$ cat src/hw/rtl/wsdf_pkg.sv
// shared types and constants for the websocket frame deframer
package wsdf_pkg;

    localparam int LENGTH_BITS_DEF = 64;

    // 7-bit length codes that announce an extended length field
    localparam logic [6:0] LEN_CODE_16 = 7'd126;
    localparam logic [6:0] LEN_CODE_64 = 7'd127;

    localparam logic [3:0] EXT_BYTES_16 = 4'd2;
    localparam logic [3:0] EXT_BYTES_64 = 4'd8;
    localparam logic [3:0] KEY_BYTES    = 4'd4;

    localparam logic [3:0] OP_CONT  = 4'h0;
    localparam logic [3:0] OP_TEXT  = 4'h1;
    localparam logic [3:0] OP_BIN   = 4'h2;
    localparam logic [3:0] OP_CLOSE = 4'h8;
    localparam logic [3:0] OP_PING  = 4'h9;
    localparam logic [3:0] OP_PONG  = 4'ha;

    typedef enum logic [2:0] {
        PH_HDR0,
        PH_HDR1,
        PH_EXTLEN,
        PH_KEY,
        PH_PAYLOAD,
        PH_HALT
    } phase_t;

    typedef enum logic [2:0] {
        KIND_PAYLOAD   = 3'd0,
        KIND_EMPTY     = 3'd1,
        KIND_PONG      = 3'd2,
        KIND_CLOSE     = 3'd3,
        KIND_RSV_ERR   = 3'd4,
        KIND_FRAGMENT  = 3'd5,
        KIND_ILLEGAL   = 3'd6
    } kind_t;

endpackage

$ cat src/hw/rtl/websocket_frame_deframer_unit.sv
// websocket receive deframer: header parse, extended length, mask key, payload unmask
// the output register shows a beat's result in the cycle after its byte is accepted
// throughput: one byte per cycle while out_stall is low, set by the single parse stage
// and output register; the parse stage takes a new byte while a held result is taken
// reset: asynchronous, returns to expecting a first header byte with length, key and
// position cleared; after close or a header error the block drops all bytes until reset
module websocket_frame_deframer_unit #(
    parameter int LENGTH_BITS = wsdf_pkg::LENGTH_BITS_DEF
) (
    input  logic       clk,
    input  logic       rst_n,
    input  logic       in_valid,
    output logic       in_stall,
    input  logic [7:0] data_byte,
    output logic       out_valid,
    input  logic       out_stall,
    output logic [2:0] kind,
    output logic [7:0] payload_byte,
    output logic       last_byte
);

    wsdf_pkg::phase_t phase_reg, phase_next;
    logic [3:0]             cnt_reg, cnt_next;
    logic [LENGTH_BITS-1:0] len_reg, len_next;
    logic [31:0]            key_reg, key_next;
    logic [1:0]             pos_reg, pos_next;
    logic [3:0]             op_reg, op_next;
    logic                   masked_reg, masked_next;

    logic                   out_valid_reg;
    wsdf_pkg::kind_t        kind_reg;
    logic [7:0]             byte_reg;
    logic                   last_reg;

    logic                   in_fire;
    logic                   out_free;
    logic [6:0]             code;
    logic                   code_ext;
    logic [3:0]             cnt_dec;
    logic [LENGTH_BITS-1:0] len_dec;
    logic [LENGTH_BITS-1:0] ext_len;
    logic [7:0]             key_byte;
    logic                   op_data;
    logic                   op_pong;
    logic                   op_halts;
    wsdf_pkg::phase_t       fin_phase;
    wsdf_pkg::kind_t        fin_kind;

    logic                   res_valid;
    wsdf_pkg::kind_t        res_kind;
    logic [7:0]             res_byte;
    logic                   res_last;

    assign out_free = !out_valid_reg || !out_stall;
    assign in_stall = !out_free;
    assign in_fire  = in_valid && out_free;

    assign code     = data_byte[6:0];
    assign code_ext = (code == wsdf_pkg::LEN_CODE_16) || (code == wsdf_pkg::LEN_CODE_64);
    assign cnt_dec  = cnt_reg - 4'd1;
    assign len_dec  = len_reg - LENGTH_BITS'(1);
    // saturate once the length would overflow its register
    assign ext_len  = (|len_reg[LENGTH_BITS-1 -: 8]) ? '1 :
                      {len_reg[LENGTH_BITS-9:0], data_byte};
    assign key_byte = key_reg[{~pos_reg, 3'b000} +: 8];

    assign op_data  = (op_reg == wsdf_pkg::OP_CONT) || (op_reg == wsdf_pkg::OP_TEXT) ||
                      (op_reg == wsdf_pkg::OP_BIN);
    assign op_pong  = (op_reg == wsdf_pkg::OP_PONG);
    assign op_halts = !op_data && !op_pong && (op_reg != wsdf_pkg::OP_PING);

    // end of frame: close and unknown opcodes stop the parser
    assign fin_phase = op_halts ? wsdf_pkg::PH_HALT : wsdf_pkg::PH_HDR0;

    always_comb
    begin
        if (op_data)
            fin_kind = wsdf_pkg::KIND_EMPTY;
        else if (op_reg == wsdf_pkg::OP_CLOSE)
            fin_kind = wsdf_pkg::KIND_CLOSE;
        else if (op_reg == wsdf_pkg::OP_PING)
            fin_kind = wsdf_pkg::KIND_PONG;
        else
            fin_kind = wsdf_pkg::KIND_ILLEGAL;
    end

    // next state
    always_comb
    begin
        phase_next  = phase_reg;
        cnt_next    = cnt_reg;
        len_next    = len_reg;
        key_next    = key_reg;
        pos_next    = pos_reg;
        op_next     = op_reg;
        masked_next = masked_reg;
        if (in_fire)
        begin
            case (phase_reg)
                wsdf_pkg::PH_HDR0:
                begin
                    if ((data_byte[6:4] != 3'd0) || !data_byte[7])
                        phase_next = wsdf_pkg::PH_HALT;
                    else
                    begin
                        op_next    = data_byte[3:0];
                        phase_next = wsdf_pkg::PH_HDR1;
                    end
                end
                wsdf_pkg::PH_HDR1:
                begin
                    masked_next = data_byte[7];
                    pos_next    = 2'd0;
                    if (code_ext)
                    begin
                        len_next   = '0;
                        cnt_next   = (code == wsdf_pkg::LEN_CODE_16) ?
                                     wsdf_pkg::EXT_BYTES_16 : wsdf_pkg::EXT_BYTES_64;
                        phase_next = wsdf_pkg::PH_EXTLEN;
                    end
                    else
                    begin
                        len_next = LENGTH_BITS'(code);
                        if (data_byte[7])
                        begin
                            cnt_next   = wsdf_pkg::KEY_BYTES;
                            key_next   = '0;
                            phase_next = wsdf_pkg::PH_KEY;
                        end
                        else if (code == 7'd0)
                            phase_next = fin_phase;
                        else
                            phase_next = wsdf_pkg::PH_PAYLOAD;
                    end
                end
                wsdf_pkg::PH_EXTLEN:
                begin
                    len_next = ext_len;
                    cnt_next = cnt_dec;
                    if (cnt_dec == 4'd0)
                    begin
                        if (masked_reg)
                        begin
                            cnt_next   = wsdf_pkg::KEY_BYTES;
                            key_next   = '0;
                            phase_next = wsdf_pkg::PH_KEY;
                        end
                        else
                        begin
                            pos_next   = 2'd0;
                            phase_next = (ext_len == '0) ? fin_phase : wsdf_pkg::PH_PAYLOAD;
                        end
                    end
                end
                wsdf_pkg::PH_KEY:
                begin
                    key_next = {key_reg[23:0], data_byte};
                    cnt_next = cnt_dec;
                    if (cnt_dec == 4'd0)
                    begin
                        pos_next   = 2'd0;
                        phase_next = (len_reg == '0) ? fin_phase : wsdf_pkg::PH_PAYLOAD;
                    end
                end
                wsdf_pkg::PH_PAYLOAD:
                begin
                    pos_next = pos_reg + 2'd1;
                    len_next = len_dec;
                    if (len_dec == '0)
                        phase_next = fin_phase;
                end
                default:
                begin
                end
            endcase
        end
    end

    // result of the current beat
    always_comb
    begin
        res_valid = 1'b0;
        res_kind  = wsdf_pkg::KIND_PAYLOAD;
        res_byte  = 8'd0;
        res_last  = 1'b0;
        case (phase_reg)
            wsdf_pkg::PH_HDR0:
            begin
                if (data_byte[6:4] != 3'd0)
                begin
                    res_valid = 1'b1;
                    res_kind  = wsdf_pkg::KIND_RSV_ERR;
                end
                else if (!data_byte[7])
                begin
                    res_valid = 1'b1;
                    res_kind  = wsdf_pkg::KIND_FRAGMENT;
                end
            end
            wsdf_pkg::PH_HDR1:
            begin
                if (!code_ext && !data_byte[7] && (code == 7'd0))
                begin
                    res_valid = !op_pong;
                    res_kind  = fin_kind;
                end
            end
            wsdf_pkg::PH_EXTLEN:
            begin
                if ((cnt_dec == 4'd0) && !masked_reg && (ext_len == '0))
                begin
                    res_valid = !op_pong;
                    res_kind  = fin_kind;
                end
            end
            wsdf_pkg::PH_KEY:
            begin
                if ((cnt_dec == 4'd0) && (len_reg == '0))
                begin
                    res_valid = !op_pong;
                    res_kind  = fin_kind;
                end
            end
            wsdf_pkg::PH_PAYLOAD:
            begin
                if (op_data)
                begin
                    res_valid = 1'b1;
                    res_byte  = masked_reg ? (data_byte ^ key_byte) : data_byte;
                    res_last  = (len_dec == '0);
                end
                else if (len_dec == '0)
                begin
                    res_valid = !op_pong;
                    res_kind  = fin_kind;
                end
            end
            default:
            begin
            end
        endcase
    end

    always_ff @(posedge clk or negedge rst_n)
    begin
        if (!rst_n)
        begin
            phase_reg     <= wsdf_pkg::PH_HDR0;
            cnt_reg       <= 4'd0;
            len_reg       <= '0;
            key_reg       <= '0;
            pos_reg       <= 2'd0;
            op_reg        <= 4'd0;
            masked_reg    <= 1'b0;
            out_valid_reg <= 1'b0;
        end
        else
        begin
            phase_reg  <= phase_next;
            cnt_reg    <= cnt_next;
            len_reg    <= len_next;
            key_reg    <= key_next;
            pos_reg    <= pos_next;
            op_reg     <= op_next;
            masked_reg <= masked_next;
            if (out_free)
                out_valid_reg <= in_fire && res_valid;
        end
    end

    always_ff @(posedge clk)
    begin
        if (in_fire && out_free)
        begin
            kind_reg <= res_kind;
            byte_reg <= res_byte;
            last_reg <= res_last;
        end
    end

    assign out_valid    = out_valid_reg;
    assign kind         = kind_reg;
    assign payload_byte = byte_reg;
    assign last_byte    = last_reg;

endmodule

$ cat config.mk
export PLATFORM = sky130hd
export DESIGN_NAME = websocket_frame_deframer_unit
export DESIGN_NICKNAME = d
export VERILOG_FILES = /design/src/hw/rtl/wsdf_pkg.sv /design/src/hw/rtl/websocket_frame_deframer_unit.sv
export SDC_FILE = /design/constraint.sdc
export NUM_CORES = 1
export LEC_CHECK = 0
export BUFFER_PORTS_ARGS = -buffer_cell sky130_fd_sc_hd__buf_2
export CORE_UTILIZATION = 30
export CTS_BUF_LIST = sky130_fd_sc_hd__clkbuf_8
export CTS_CLUSTER_SIZE = 8
export DETAILED_ROUTE_END_ITERATION = 8
export SKIP_LAST_GASP = 1
export SLEW_MARGIN = 10
export SYNTH_ARGS = -nofsm -noshare
export SYNTH_HDL_FRONTEND = slang
export SYNTH_SLANG_ARGS = --single-unit
$ cat constraint.sdc
create_clock -name clk -period 5.7 [get_ports clk]
set_clock_uncertainty 0.2 [all_clocks]
set_input_delay 0.57 -clock clk [delete_from_list [all_inputs] [get_ports clk]]
set_output_delay 0.57 -clock clk [all_outputs]
set_load 0.02 [all_outputs]
==> flow_summary.toml <==
[pwr]
ir_drop_v = 0.0001426
p_per_area_nw_per_um2 = 391.6
leakage_nw = 3.644

[floorplan]
start_util_pct = 30.57
die_y_um = 173.2
rows = 62
die_w_um = 173.2
die_area_sq_um = 30010
core_area_sq_um = 28780
ios = 26

[worst_setup_path]
crit_type = "flop to flop"
worstPathArrival_ps = 4770
start_kind = "flop"
slowest_delay_ps = 800
path_cells = "nor4_1 -> nand4_1 -> or4_1 -> nor4_1 -> xnor2_1 -> o2111ai_1 -> nor4b_2 -> nand4_1 -> a22o_1"
slowest_stage = "or4_1"
regToRegSetupSlack_ps = 1090
end_kind = "flop"
required_ps = 5860
crit_fanout = 12

[clock_tree]
cts_inserted_buffers = 17
root_buffer = "clkbuf_8"
insertion_delay_ps = 460
cts_tree = "built"
cts_max_level = 4
clkTransAtPathRegs_ps = 90
postCtsSetupBuffers = 0
clockBufferDepth = 2
cts_resized = 0
holdBufCountCts = 1
numClockSinks = 123

[synthesis]
synth-simple-area-share_pct = 29.48
synth-adder-area-share_pct = 0.5689
ys_types = 75
synth.mux.area_fraction_pct = 3.044
synth_top_area_share_pct = 31.57
yosysWarnings = 0
synthTopCellsByCount = "147 x nand2_1, 122 x nor2_1, 115 x a21oi_1, 111 x dfrtp_1, 81 x clkbuf_1"
yosysMostFrequentCell = "nand2_1"
synth-async-reset-ratio_pct = 90.24
syn_nets = 1145
syn_area_per_cell_sq_um = 7.792
ys.flop_type = "dfrtp_1"
synthXorXnorAreaFrac_pct = 3.982
syn_inst = 1129
synth_area_leader_cell = "dfrtp_1"
yosysSeqAreaShare_pct = 35.67
synth-seq-cells = 123
synth_top_family_by_area = "simple AND/OR/NAND/NOR gates"
synth_compound_area_share_pct = 21.96
synthTopCellsByArea = "dfrtp_1 32%, a21oi_1 6.5%, nand2_1 6.3%"
synthesis.area_sq_um = 8797
synth-edff-count = 12

[detailed_routing]
vias_per_cell = 5.899
wl_per_cell_um = 20.64
ant_nets = 0
totalWireLength_um = 30750
drt_iter0_markers = 1007
drc = 0
drt_first_pass_iters = 6
dr_total_vias = 8790

[layout]
drive_gt1_share_pct = 10.49
design_area_sq_um = 9564
nNetsFinal = 1109
largest_reg_flops = 64
antennaDiodeCount = 0
area_delta_synth_final_pct = 8.719

[global_routing]
grt-ovfl-total = 0
grt.total_usage_pct = 20.74
grt_max_degree = 71
antenna_found_initial = 0
grt_pass1_wl_um = 49100
grt_pass1_vias = 8349

[sta]
fin_setup_tns_ps = 0
tightest_slew_ps = 1107
hold_viol_final = 0
rsz0062_at_grt = "false"
max_slew_margin_pct = 26.03
setup_viol_count_final = 0
post-route-min-period_ps = 4606
finalCritPeriodShare_pct = 80.80
fmax_mhz = 217.1
slew_violations = 0

[place]
io_buffer_count = 25
place_area_sq_um = 9174
place.gp.congestion = 0.9865
hpwlAfterDp_um = 20990

[outcome]
status = "finished, final reports clean"

[worst_hold_path]
hold_path.class = "input pin to flop"

[flow_run]
cap_violations = 0
-- through the flow --
| step | setup slack, ps | hold WS [ps] | utilization, % | power [mW] | std cells |
|---|---|---|---|---|---|
| after detailed placement | 1164 | 256.4 | 31.88 | 2.922 | 1457 |
| after CTS | 1147 | 128.7 | 33.23 | 3.719 | 1490 |
| after floorplan | 1987 | 74.41 | - | 2.428 | 1129 |
| after global placement | 1278 | 244.6 | 31.88 | 2.909 | 1457 |
| after global routing | 763.2 | 156.4 | 33.23 | 3.961 | 1490 |
| final | 1094 | 148.7 | 33.23 | 3.745 | 1490 |
-- worst max-delay path: cells and delay by family, from the launching register on --
kind	cells	cell delay (ps)
flops	1	560
simple gates	6	3150
xor+xnor	1	200
compound gates	2	400
-- logic make-up after synthesis --
group                    Yosys count
AO/OA/AOI/OAI                    313
XOR/XNOR                          40
adder cells (fa/ha/maj)            4
buffers and inverters            120
flip-flops                       123
multiplexers                      16
AND/OR/NAND/NOR                  513
-- per-layer routing --
| layer | vias up | wire (um) | GRT usage, % |
|---|---|---|---|
| met5 | - | 0 | 0 |
| met4 | 0 | 717 | 6.858 |
| met3 | 51 | 2139 | 3.531 |
| met2 | 371 | 14010 | 32.12 |
| met1 | 4329 | 13880 | 29.22 |
| li1 | 4039 | - | - |
-- final timing paths --
path / startpoint / end / depth (start not counted)
setup / recovery: len_reg[18]$_DFFE_PN0P_ / phase_reg[2]$_DFFE_PN0P_ / 9
hold reg to reg: key_reg[25]$_DFFE_PN0P_ / key_reg[25]$_DFFE_PN0P_ / 2
min in group asynchronous: rst_n / len_reg[61]$_DFFE_PN0P_ / 2
setup reg to reg: len_reg[18]$_DFFE_PN0P_ / phase_reg[2]$_DFFE_PN0P_ / 9
hold / removal: in_valid / out_valid$_DFFE_PN0N_ / 3
max in group asynchronous: rst_n / key_reg[29]$_DFFE_PN0P_ / 3
-- placed cells by master, fill, tap and decap left out, drive strengths merged, types with 21 or more instances in the layout --
| cell type | synthesis | layout |
|---|---|---|
| a21oi | 115 | 115 |
| buf | 14 | 39 |
| dfrtp | 111 | 111 |
| inv | 25 | 35 |
| nand2 | 148 | 148 |
| nand3 | 56 | 56 |
| nand4 | 28 | 28 |
| nor2 | 122 | 122 |
| nor3 | 36 | 36 |
| nor4 | 32 | 32 |
| o21ai | 78 | 78 |
| xor2 | 21 | 21 |
-- power by group --
group          switching, mW  internal, mW
Combinational          0.859         0.499
Sequential             0.510          1.09
Clock                  0.458         0.325
-- area by class of cell --
cell class                      count  area, sq um
Sequential cell                   123         3138
Fill cell                        3084        19220
Multi-Input combinational cell    886         5229
Clock inverter                     15        146.4
Clock buffer                       17        234.0
Inverter                           25        93.84
Tap cell                          384        480.5
Timing Repair Buffer               40        242.7
Note: power is estimated with default switching activity, not from simulation.
